**src/radio_enable_idle_sequencer_unit_defines.svh**
```systemverilog
// Assertion macros shared by the radio enable sequencer RTL.
// No dependencies; included by the files that carry assertions.
`ifndef RADIO_ENABLE_IDLE_SEQUENCER_UNIT_DEFINES_SVH
`define RADIO_ENABLE_IDLE_SEQUENCER_UNIT_DEFINES_SVH

`ifndef NO_ASSERTIONS

// Property must hold at every clock edge outside reset
`define RESQ_ASSERT(lbl, clk, rst_n, prop, msg) \
    lbl: assert property (@(posedge clk) disable iff (!rst_n) (prop)) else $error(msg);

// Condition must never be seen at a clock edge outside reset
`define RESQ_ASSERT_NEVER(lbl, clk, rst_n, cond, msg) \
    lbl: assert property (@(posedge clk) disable iff (!rst_n) !(cond)) else $error(msg);

`else

`define RESQ_ASSERT(lbl, clk, rst_n, prop, msg)

`define RESQ_ASSERT_NEVER(lbl, clk, rst_n, cond, msg)

`endif

`endif

```
**src/resq_pkg.sv**
```systemverilog
// Types and constants of the radio enable idle sequencer.
// No dependencies; used by resq_seq and the top level.
`timescale 1ns / 1ps
`default_nettype none

package resq_pkg;

    // Sequencer modes
    typedef enum logic [1:0] {
        MODE_OFF     = 2'd0,
        MODE_ARMING  = 2'd1,
        MODE_SERVING = 2'd2
    } mode_t;

    // Stop reason codes
    typedef enum logic [2:0] {
        STOP_NONE       = 3'd0,
        STOP_ENGINE     = 3'd1,
        STOP_DISABLED   = 3'd2,
        STOP_BATTERY    = 3'd3,
        STOP_IDLE       = 3'd4,
        STOP_START_FAIL = 3'd5
    } stop_t;

    // Configuration register indexes
    localparam int CFG_INDEX_BITS = 3;
    localparam int CFG_DATA_BITS  = 32;
    localparam logic [CFG_INDEX_BITS-1:0] CFG_SERVICE_ENABLED = 3'd0;
    localparam logic [CFG_INDEX_BITS-1:0] CFG_RPM_THRESHOLD   = 3'd1;
    localparam logic [CFG_INDEX_BITS-1:0] CFG_MIN_BATTERY     = 3'd2;
    localparam logic [CFG_INDEX_BITS-1:0] CFG_ARM_DELAY       = 3'd3;
    localparam logic [CFG_INDEX_BITS-1:0] CFG_IDLE_TIMEOUT    = 3'd4;
    localparam logic [CFG_INDEX_BITS-1:0] CFG_POLL_INTERVAL   = 3'd5;

    // Reset values of the configuration registers
    localparam logic [13:0] RST_RPM_THRESHOLD = 14'd400;
    localparam logic [14:0] RST_MIN_BATTERY   = 15'd11500;
    localparam logic [31:0] RST_ARM_DELAY     = 32'd10000;
    localparam logic [31:0] RST_IDLE_TIMEOUT  = 32'd600000;
    localparam logic [15:0] RST_POLL_INTERVAL = 16'd1000;

    // Divide by 1000 as multiply by reciprocal and shift, exact for 32-bit values
    localparam int          RECIP_BITS  = 29;
    localparam logic [28:0] RECIP_1000  = 29'd274877907;
    localparam int          RECIP_SHIFT = 38;
    localparam int          PROD_BITS   = 32 + RECIP_BITS;

    typedef struct packed {
        logic        service_enabled;
        logic [13:0] running_rpm_threshold;
        logic [14:0] min_battery_mv;
        logic [31:0] arm_delay_ms;
        logic [31:0] idle_timeout_ms;
        logic [15:0] poll_interval_ms;
    } cfg_t;

    typedef struct packed {
        logic [31:0] now_ms;
        logic        link_offline;
        logic [13:0] engine_rpm;
        logic [14:0] battery_mv;
        logic [3:0]  station_count;
        logic        start_ok;
    } tick_item_t;

    typedef struct packed {
        logic [1:0]  radio_state;
        logic        start_request;
        logic [2:0]  stop_reason;
        logic [22:0] idle_seconds_left;
        logic [3:0]  client_count;
    } result_item_t;

    // Sequencer stage to divider stage
    typedef struct packed {
        mode_t       radio_state;
        logic        start_request;
        stop_t       stop_reason;
        logic [3:0]  client_count;
        logic        left_valid;
        logic [31:0] left_ms;
    } step_t;

endpackage

`default_nettype wire

```
**src/resq_if.sv**
```systemverilog
// Valid/ready channel carrying one item of a given payload type.
// Payload types come from resq_pkg.
`timescale 1ns / 1ps
`default_nettype none

interface resq_if #(
    parameter type item_t = logic
) ();

    logic  valid;
    logic  ready;
    item_t data;

    modport source (output valid, output data, input ready);
    modport sink (input valid, input data, output ready);

endinterface

`default_nettype wire

```
**src/resq_seq.sv**
```systemverilog
// Off / arming / serving sequencer: holds the sequencer state and computes
// one step per item. Depends on resq_pkg and the assertion macro header.
`timescale 1ns / 1ps
`default_nettype none
`include "radio_enable_idle_sequencer_unit_defines.svh"

module resq_seq #(
    parameter int TIME_BITS = 32
) (
    input  wire logic               clk,
    input  wire logic               rst_n,
    input  wire logic               fire,
    input  wire resq_pkg::tick_item_t item,
    input  wire resq_pkg::cfg_t     cfg,
    output resq_pkg::step_t         step
);

    localparam int WIDE = (TIME_BITS > 32) ? TIME_BITS : 32;

    resq_pkg::mode_t        mode_reg, mode_next;
    logic [TIME_BITS-1:0]   since_reg, since_next;
    logic                   since_valid_reg, since_valid_next;
    logic                   latch_reg, latch_next;
    logic [TIME_BITS-1:0]   poll_reg, poll_next;
    logic [TIME_BITS-1:0]   client_reg, client_next;
    logic [3:0]             seen_reg, seen_next;

    logic [WIDE-1:0]        now_wide;
    logic [TIME_BITS-1:0]   now_t;
    logic [TIME_BITS-1:0]   since_eff;
    logic                   engine_stopped;
    logic                   arm_done;
    logic                   poll_due;
    logic                   idle_done;
    logic [TIME_BITS-1:0]   el_old;
    logic [TIME_BITS-1:0]   el_new;
    logic [WIDE-1:0]        el_wide;
    resq_pkg::stop_t        reason;
    logic                   start_req;

    // Time base and parallel elapsed-time compares
    assign now_wide  = WIDE'(item.now_ms);
    assign now_t     = now_wide[TIME_BITS-1:0];
    assign since_eff = (mode_reg == resq_pkg::MODE_OFF && !since_valid_reg) ? now_t : since_reg;
    assign engine_stopped = item.link_offline || (item.engine_rpm < cfg.running_rpm_threshold);
    assign arm_done  = WIDE'(TIME_BITS'(now_t - since_eff)) >= WIDE'(cfg.arm_delay_ms);
    assign poll_due  = WIDE'(TIME_BITS'(now_t - poll_reg)) >= WIDE'(cfg.poll_interval_ms);
    assign el_old    = TIME_BITS'(now_t - client_reg);
    assign idle_done = WIDE'(el_old) >= WIDE'(cfg.idle_timeout_ms);

    // Next state and step outputs
    always_comb
    begin
        mode_next        = mode_reg;
        since_next       = since_reg;
        since_valid_next = since_valid_reg;
        latch_next       = latch_reg;
        poll_next        = poll_reg;
        client_next      = client_reg;
        seen_next        = seen_reg;
        reason           = resq_pkg::STOP_NONE;
        start_req        = 1'b0;

        if (!engine_stopped)
        begin
            since_next       = now_t;
            since_valid_next = 1'b1;
            latch_next       = 1'b0;
            reason           = (mode_reg != resq_pkg::MODE_OFF) ? resq_pkg::STOP_ENGINE
                                                                : resq_pkg::STOP_NONE;
            mode_next        = resq_pkg::MODE_OFF;
            seen_next        = 4'd0;
        end
        else if (!cfg.service_enabled)
        begin
            reason    = (mode_reg != resq_pkg::MODE_OFF) ? resq_pkg::STOP_DISABLED
                                                         : resq_pkg::STOP_NONE;
            mode_next = resq_pkg::MODE_OFF;
            seen_next = 4'd0;
        end
        else if (!item.link_offline && item.battery_mv < cfg.min_battery_mv)
        begin
            reason    = (mode_reg != resq_pkg::MODE_OFF) ? resq_pkg::STOP_BATTERY
                                                         : resq_pkg::STOP_NONE;
            mode_next = resq_pkg::MODE_OFF;
            seen_next = 4'd0;
        end
        else
        begin
            case (mode_reg)
                resq_pkg::MODE_OFF, resq_pkg::MODE_ARMING:
                begin
                    if (mode_reg == resq_pkg::MODE_ARMING || !latch_reg)
                    begin
                        // Settle timer runs from the last running tick, or from now if none was seen
                        since_next       = since_eff;
                        since_valid_next = 1'b1;
                        mode_next        = resq_pkg::MODE_ARMING;
                        if (arm_done)
                        begin
                            start_req = 1'b1;
                            if (item.start_ok)
                            begin
                                mode_next   = resq_pkg::MODE_SERVING;
                                seen_next   = 4'd0;
                                client_next = now_t;
                            end
                            else
                            begin
                                mode_next = resq_pkg::MODE_OFF;
                                reason    = resq_pkg::STOP_START_FAIL;
                            end
                        end
                    end
                end
                default:
                begin
                    // Sample stations once per poll interval
                    if (poll_due)
                    begin
                        poll_next = now_t;
                        seen_next = item.station_count;
                        if (item.station_count != 4'd0)
                        begin
                            client_next = now_t;
                        end
                        else if (idle_done)
                        begin
                            latch_next = 1'b1;
                            reason     = resq_pkg::STOP_IDLE;
                            mode_next  = resq_pkg::MODE_OFF;
                            seen_next  = 4'd0;
                        end
                    end
                end
            endcase
        end

        // Idle time left, measured against the updated client time
        el_new  = (client_next == now_t) ? '0 : el_old;
        el_wide = WIDE'(el_new);

        step.radio_state   = mode_next;
        step.start_request = start_req;
        step.stop_reason   = reason;
        step.client_count  = seen_next;
        step.left_valid    = (mode_next == resq_pkg::MODE_SERVING) && (seen_next == 4'd0)
                             && (el_wide < WIDE'(cfg.idle_timeout_ms));
        step.left_ms       = cfg.idle_timeout_ms - el_wide[31:0];
    end

    // Hold state; advance on an accepted step
    always_ff @(posedge clk or negedge rst_n)
    begin
        if (!rst_n)
        begin
            mode_reg        <= resq_pkg::MODE_OFF;
            since_reg       <= '0;
            since_valid_reg <= 1'b0;
            latch_reg       <= 1'b0;
            poll_reg        <= '0;
            client_reg      <= '0;
            seen_reg        <= 4'd0;
        end
        else if (fire)
        begin
            mode_reg        <= mode_next;
            since_reg       <= since_next;
            since_valid_reg <= since_valid_next;
            latch_reg       <= latch_next;
            poll_reg        <= poll_next;
            client_reg      <= client_next;
            seen_reg        <= seen_next;
        end
    end

    `RESQ_ASSERT(a_latch_keeps_off, clk, rst_n, latch_reg |-> mode_reg == resq_pkg::MODE_OFF, "idle latch set while radio active")
    `RESQ_ASSERT(a_stop_goes_off, clk, rst_n, (fire && step.stop_reason != resq_pkg::STOP_NONE) |=> mode_reg == resq_pkg::MODE_OFF, "stop reported but mode not off")
    `RESQ_ASSERT(a_start_not_serving, clk, rst_n, (fire && step.start_request) |-> mode_reg != resq_pkg::MODE_SERVING, "start attempted while serving")
    `RESQ_ASSERT(a_clients_only_serving, clk, rst_n, (seen_reg != 4'd0) |-> mode_reg == resq_pkg::MODE_SERVING, "client count held outside serving")

endmodule

`default_nettype wire

```
**src/radio_enable_idle_sequencer_unit.sv**
```systemverilog
// Radio enable idle sequencer: top level with configuration registers,
// item pipeline and idle-seconds stage. Depends on resq_pkg, resq_if, resq_seq.
//
// One tick item is accepted per clock cycle while the pipeline is not stalled; its result
// is offered after passing the input register, the sequencer step into the middle
// register and the divide-by-1000 stage into the result register. resq_seq updates
// the sequencer state per accepted step, so ticks may follow each other back to back;
// the idle seconds come from a single 32 x 29 reciprocal multiply in the last stage.
// Each stage holds its item while the next one is full, so a stalled result stops
// the input once all three stages are full. Configuration writes take effect at
// once and are meant for idle periods.
`timescale 1ns / 1ps
`default_nettype none

module radio_enable_idle_sequencer_unit #(
    parameter int TIME_BITS = 32
) (
    input  wire logic                                  clk,
    input  wire logic                                  rst_n,
    input  wire logic                                  cfg_we,
    input  wire logic [resq_pkg::CFG_INDEX_BITS-1:0]   cfg_index,
    input  wire logic [resq_pkg::CFG_DATA_BITS-1:0]    cfg_data,
    resq_if.sink                                       tick,
    resq_if.source                                     result
);

    resq_pkg::cfg_t           cfg_reg;
    logic                     in_valid_reg;
    resq_pkg::tick_item_t     in_data_reg;
    logic                     mid_valid_reg;
    resq_pkg::step_t          mid_reg;
    logic                     out_valid_reg;
    resq_pkg::result_item_t   out_data_reg;

    resq_pkg::step_t          step;
    logic                     out_ready;
    logic                     mid_ready;
    logic                     in_ready;
    logic                     fire;
    logic [resq_pkg::PROD_BITS-1:0] prod;
    logic [22:0]              left_sec;

    // Stage handshakes
    assign out_ready = !out_valid_reg || result.ready;
    assign mid_ready = !mid_valid_reg || out_ready;
    assign in_ready  = !in_valid_reg || mid_ready;
    assign fire      = in_valid_reg && mid_ready;

    assign tick.ready   = in_ready;
    assign result.valid = out_valid_reg;
    assign result.data  = out_data_reg;

    // Configuration registers
    always_ff @(posedge clk or negedge rst_n)
    begin
        if (!rst_n)
        begin
            cfg_reg.service_enabled       <= 1'b0;
            cfg_reg.running_rpm_threshold <= resq_pkg::RST_RPM_THRESHOLD;
            cfg_reg.min_battery_mv        <= resq_pkg::RST_MIN_BATTERY;
            cfg_reg.arm_delay_ms          <= resq_pkg::RST_ARM_DELAY;
            cfg_reg.idle_timeout_ms       <= resq_pkg::RST_IDLE_TIMEOUT;
            cfg_reg.poll_interval_ms      <= resq_pkg::RST_POLL_INTERVAL;
        end
        else if (cfg_we)
        begin
            case (cfg_index)
                resq_pkg::CFG_SERVICE_ENABLED: cfg_reg.service_enabled       <= cfg_data[0];
                resq_pkg::CFG_RPM_THRESHOLD:   cfg_reg.running_rpm_threshold <= cfg_data[13:0];
                resq_pkg::CFG_MIN_BATTERY:     cfg_reg.min_battery_mv        <= cfg_data[14:0];
                resq_pkg::CFG_ARM_DELAY:       cfg_reg.arm_delay_ms          <= cfg_data;
                resq_pkg::CFG_IDLE_TIMEOUT:    cfg_reg.idle_timeout_ms       <= cfg_data;
                resq_pkg::CFG_POLL_INTERVAL:   cfg_reg.poll_interval_ms      <= cfg_data[15:0];
                default: ;
            endcase
        end
    end

    // Sequencer step
    resq_seq #(
        .TIME_BITS (TIME_BITS)
    ) u_seq (
        .clk   (clk),
        .rst_n (rst_n),
        .fire  (fire),
        .item  (in_data_reg),
        .cfg   (cfg_reg),
        .step  (step)
    );

    // Milliseconds left to whole seconds
    assign prod     = resq_pkg::PROD_BITS'(mid_reg.left_ms) *
                      resq_pkg::PROD_BITS'(resq_pkg::RECIP_1000);
    assign left_sec = mid_reg.left_valid ? 23'(prod >> resq_pkg::RECIP_SHIFT) : 23'd0;

    // Pipeline valid bits
    always_ff @(posedge clk or negedge rst_n)
    begin
        if (!rst_n)
        begin
            in_valid_reg  <= 1'b0;
            mid_valid_reg <= 1'b0;
            out_valid_reg <= 1'b0;
        end
        else
        begin
            if (in_ready)
            begin
                in_valid_reg <= tick.valid;
            end
            if (mid_ready)
            begin
                mid_valid_reg <= in_valid_reg;
            end
            if (out_ready)
            begin
                out_valid_reg <= mid_valid_reg;
            end
        end
    end

    // Pipeline payload
    always_ff @(posedge clk)
    begin
        if (tick.valid && in_ready)
        begin
            in_data_reg <= tick.data;
        end
        if (fire)
        begin
            mid_reg <= step;
        end
        if (mid_valid_reg && out_ready)
        begin
            out_data_reg.radio_state       <= mid_reg.radio_state;
            out_data_reg.start_request     <= mid_reg.start_request;
            out_data_reg.stop_reason       <= mid_reg.stop_reason;
            out_data_reg.idle_seconds_left <= left_sec;
            out_data_reg.client_count      <= mid_reg.client_count;
        end
    end

endmodule

`default_nettype wire
```
**src/flat_wrapper.sv**
```systemverilog
// flat-port wrapper written by rule: the top's interface ports become plain ports
module radio_enable_idle_sequencer_unit_flat 
#(
    parameter int TIME_BITS = 32
)
  (clk, rst_n, cfg_we, cfg_index, cfg_data, tick_valid, tick_data, tick_ready, result_valid, result_data, result_ready);
  resq_if tick_i ();
  resq_if result_i ();
  input  wire logic clk;
  input  wire logic rst_n;
  input  wire logic cfg_we;
  input  wire logic [resq_pkg::CFG_INDEX_BITS-1:0] cfg_index;
  input  wire logic [resq_pkg::CFG_DATA_BITS-1:0] cfg_data;
  input wire logic [$bits(tick_i.valid)-1:0] tick_valid;
  input wire logic [$bits(tick_i.data)-1:0] tick_data;
  output wire logic [$bits(tick_i.ready)-1:0] tick_ready;
  output wire logic [$bits(result_i.valid)-1:0] result_valid;
  output wire logic [$bits(result_i.data)-1:0] result_data;
  input wire logic [$bits(result_i.ready)-1:0] result_ready;
  assign tick_i.valid = tick_valid;
  assign tick_i.data = tick_data;
  assign tick_ready = tick_i.ready;
  assign result_valid = result_i.valid;
  assign result_data = result_i.data;
  assign result_i.ready = result_ready;
  radio_enable_idle_sequencer_unit #(.TIME_BITS(TIME_BITS)) u_core (.clk(clk), .rst_n(rst_n), .cfg_we(cfg_we), .cfg_index(cfg_index), .cfg_data(cfg_data), .tick(tick_i), .result(result_i));
endmodule
```
**config.mk**
```make
export PLATFORM = sky130hd
export DESIGN_NAME = radio_enable_idle_sequencer_unit_flat
export DESIGN_NICKNAME = d
export VERILOG_FILES = /design/src/resq_pkg.sv /design/src/resq_if.sv /design/src/resq_seq.sv /design/src/radio_enable_idle_sequencer_unit.sv /design/src/flat_wrapper.sv
export VERILOG_INCLUDE_DIRS = /design/src /design/src/src
export SDC_FILE = /design/constraint.sdc
export NUM_CORES = 1
export LEC_CHECK = 0
export ABC_AREA = 1
export BUFFER_PORTS_ARGS = -buffer_cell sky130_fd_sc_hd__buf_2
export CORE_UTILIZATION = 39
export CTS_CLUSTER_DIAMETER = 120
export DETAILED_ROUTE_END_ITERATION = 7
export HOLD_SLACK_MARGIN = 0.12
export MAX_ROUTING_LAYER = met4
export RECOVER_POWER = 25
export SLEW_MARGIN = 20
export SYNTH_ARGS = -nofsm -noshare
export SYNTH_HDL_FRONTEND = slang
export SYNTH_SLANG_ARGS = --single-unit
```
**constraint.sdc**
```tcl
create_clock -name clk -period 3.2 [get_ports clk]
set_input_delay 0.16 -clock clk [delete_from_list [all_inputs] [get_ports clk]]
set_output_delay 0.16 -clock clk [all_outputs]
set_load 0.05 [all_outputs]
```
==> impl_metrics.env <==
export IMPL_die_x_um=143
export IMPL_clk_pin_slew_worst_paths_ps=70
export IMPL_pin_count=44
export IMPL_nets=1125
export IMPL_critPathMaxFanout=7
export IMPL_p_int_mw=4.05
export IMPL_core_rowCount=51
export IMPL_worst_skew_pair_late_latency_ps=430
export IMPL_whs_endpoint="u_core.cfg_reg[109]$_DFFE_PN0P_"
export IMPL_clock_sinks=153
export IMPL_die_area_um2=20300
export IMPL_overflow=0
export IMPL_coreArea_um2=19400
export IMPL_synth_avg_cell_area_um2=8.02
export IMPL_outcome="complete, but fails checks"
export IMPL_path_class="reg2reg"
export IMPL_synth_nets=1036
export IMPL_min_period_ps=3030
export IMPL_ir_drop_uv=402
export IMPL_synthArstFlopShare_pct=98.0
export IMPL_cts_tree="yes"
export IMPL_multi_input_area_um2=3230
export IMPL_die_h_um=143
export IMPL_post_dp_hpwl_um=11200
export IMPL_htreeDepth=4
export IMPL_combPwrFrac_pct=24.1
export IMPL_post_place_ws_ps=80.6
export IMPL_reg2reg_slack_ps=170
export IMPL_largest_reg_flops=110
export IMPL_cts_max_path_buffers=2
export IMPL_synth_warnings=0
export IMPL_syn2layout_area_growth_pct=20.4
export IMPL_slew_viol_final=72
export IMPL_n_fill_cell=1935
export IMPL_routabilityCongestion=0.846
export IMPL_seq_power_share_pct=43.4
export IMPL_max_cap_violations=1
export IMPL_antenna_found_initial=0
export IMPL_ys_flop_type="dfrtp_1"
export IMPL_grt_pass1_vias=5463
export IMPL_synth_area_leaders="dfrtp_1, nand2_1, dfstp_2, o21ai_0, inv_1"
export IMPL_start_util_pct=39.8
export IMPL_synth_cells=962
export IMPL_hold_slack_ps=170
export IMPL_min_path_cells=5
export IMPL_leakage_nw=4.77
export IMPL_grt_pass1_wl_um=26800
export IMPL_rsz0062_at_grt="yes"
export IMPL_finalClockSkew_ps=16.2
export IMPL_worstPathRequired_ps=3390
export IMPL_synth_cell_types=40
export IMPL_portBuffers=43
export IMPL_p_switching_mw=1.88
export IMPL_yosysTopAreaCellShare_pct=38.9
export IMPL_avgRoutedWirePerCell_um=12.0
export IMPL_route_detailed_drc=0
export IMPL_vias=5912
export IMPL_ant_nets=0
export IMPL_synth_edf_count=3
export IMPL_ctsRootBufferMaster="clkbuf_16"
export IMPL_switching_share_pct=31.7
export IMPL_hold_viol=0
export IMPL_antenna_diode_count=0
export IMPL_wl_um=16000
export IMPL_dr_pass1_iters=5
export IMPL_violations="max-capacitance violations, max-slew violations"
export IMPL_grt_usage_pct=17.5
export IMPL_rr_worst_depth=21
export IMPL_avgViaCountPerCell=4.45
export IMPL_fin_crit_sh_pct=94.7
export IMPL_worst_slew_pin_slew_ps=1820
export IMPL_power_frac_clock_pct=32.5
export IMPL_power_density_nw_per_um2=638
export IMPL_drive_above_1_share_pct=14.6
export IMPL_finalSetupViolations=0
export IMPL_critPathArrivalTime_ps=3220
export IMPL_reg2reg_from="u_core.u_seq.mode_reg[0]$_DFFE_PN0P_"
export IMPL_seq_area_frac_synth_pct=50.3
export IMPL_netlist_area_um2=7710
export IMPL_grt_max_degree=73
export IMPL_fin_ws_ps=169
export IMPL_yosysMostFrequentCell="nand2_1"
export IMPL_cts_buffers=17
export IMPL_drt_iter0_markers=366
export IMPL_setup_worst_path_end_class="flop"
export IMPL_synth_seq_cells=153
export IMPL_crit_path_start_kind="flop"
export IMPL_min_from="cfg_we"
export IMPL_seq_area_um2=3880
export IMPL_hold_class="in2reg"
export IMPL_max_freq_mhz=330
export IMPL_r2r_end="u_core.mid_reg[33]$_DFFE_PP_"
export IMPL_synth_largest_area_cell="dfrtp_1"
export IMPL_slew_headroom_pct=-21.0
export IMPL_synth_common_cells="nand2_1, inv_1, nor2_1"
==> how the worst max path moves through the flow <==
stage	endpoint	startpoint
after floorplan	u_core.mid_reg[33]$_DFFE_PP_	u_core.u_seq.mode_reg[1]$_DFFE_PN0P_
after global placement	u_core.mid_reg[33]$_DFFE_PP_	u_core.u_seq.mode_reg[0]$_DFFE_PN0P_
after detailed placement	u_core.mid_reg[33]$_DFFE_PP_	u_core.u_seq.mode_reg[0]$_DFFE_PN0P_
after CTS	u_core.mid_reg[33]$_DFFE_PP_	u_core.u_seq.mode_reg[0]$_DFFE_PN0P_
after global routing	u_core.mid_reg[33]$_DFFE_PP_	u_core.u_seq.mode_reg[0]$_DFFE_PN0P_
final	u_core.mid_reg[33]$_DFFE_PP_	u_core.u_seq.mode_reg[0]$_DFFE_PN0P_
==> stage by stage <==
step | std cells | TNS, ps | total power [mW] | util, % | instance area (um2)
2_1_floorplan | 962 | 0 | 3.59 | - | 7710
3_3_place_gp | 1252 | 0 | 3.94 | 42.4 | 8220
3_5_place_dp | 1252 | 0 | 3.97 | 42.4 | 8220
4_1_cts | 1323 | 0 | 5.97 | 47.3 | 9170
5_1_grt | 1329 | -34.7 | 6.36 | 47.9 | 9290
6_report | 1329 | 0 | 5.93 | 47.9 | 9290
==> power groups by stage <==
stage	Combinational, mW	Sequential (mW)	Clock [mW]
2_1_floorplan	1.02	2.57	0
3_3_place_gp	1.35	2.59	0
3_5_place_dp	1.37	2.60	0
4_1_cts	1.41	2.57	1.98
5_1_grt	1.68	2.62	2.06
6_report	1.43	2.57	1.93
==> routing by layer <==
metal,GRT usage (%),part of all wire [%],wire [um],up-vias
li1,-,-,-,3135
met1,24.8,53,8510,2709
met2,25.2,44,7000,56
met3,3.32,1.9,310,12
met4,5.77,1.1,184,0
met5,-,0,0,-
==> what timing repair did <==
item                                    in CTS  in global routing
hold endpoints to repair                   154                  0
gates resized for setup                      0                 22
endpoints found under the setup margin       0                  4
buffers inserted                             0                  5
hold buffers                                39                  0
==> placed cells by master (no fill, tap or decap), types with 17 or more instances in the layout <==
cell	netlist	layout
dfrtp_1	120	120
dfstp_2	30	30
nand2_1	257	253
inv_1	141	141
nor2_1	137	135
clkbuf_16	0	17
o21ai_0	115	113
buf_2	3	42
ha_1	33	32
nand3_1	19	18
dlygate4sd3_1	0	39
==> kinds of logic (layout without fill, tap and decap cells) <==
family	Yosys count	count (layout)	share of synthesized area [%]
compound gates	137	137	9.09
xor+xnor	21	21	2.39
fa+ha+maj	33	33	5.35
buf+inv	171	273	8.73
flops	153	153	50.3
simple gates	447	447	24.1
==> critical path: stages (launching register included) <==
cell and delay (ps):
dfrtp_1 400, nor2_2 130, nand2_4 100, buf_6 150, o21ai_1 170, nand4_4 170, nor2_4 200, nand2_4 110
nor2_8 140, nand2_1 70, nand2_1 60, nand2_1 50, ha_1 290, nand2_1 70, nor2_1 130, nand2_1 80
nor2_1 120, nand2_1 80, nand2_1 80, nand3_1 80, nand2_1 90, inv_1 40
==> final cells by class <==
cell class / count / area share (%)
Clock buffer: 21 / 4.85
Clock inverter: 11 / 1.20
Inverter: 144 / 5.90
Multi-Input combinational cell: 638 / 34.8
Sequential cell: 153 / 41.8
Tap cell: 265 / 3.57
Timing Repair Buffer: 97 / 7.87
No activity file was read; power rests on OpenSTA's default activity.
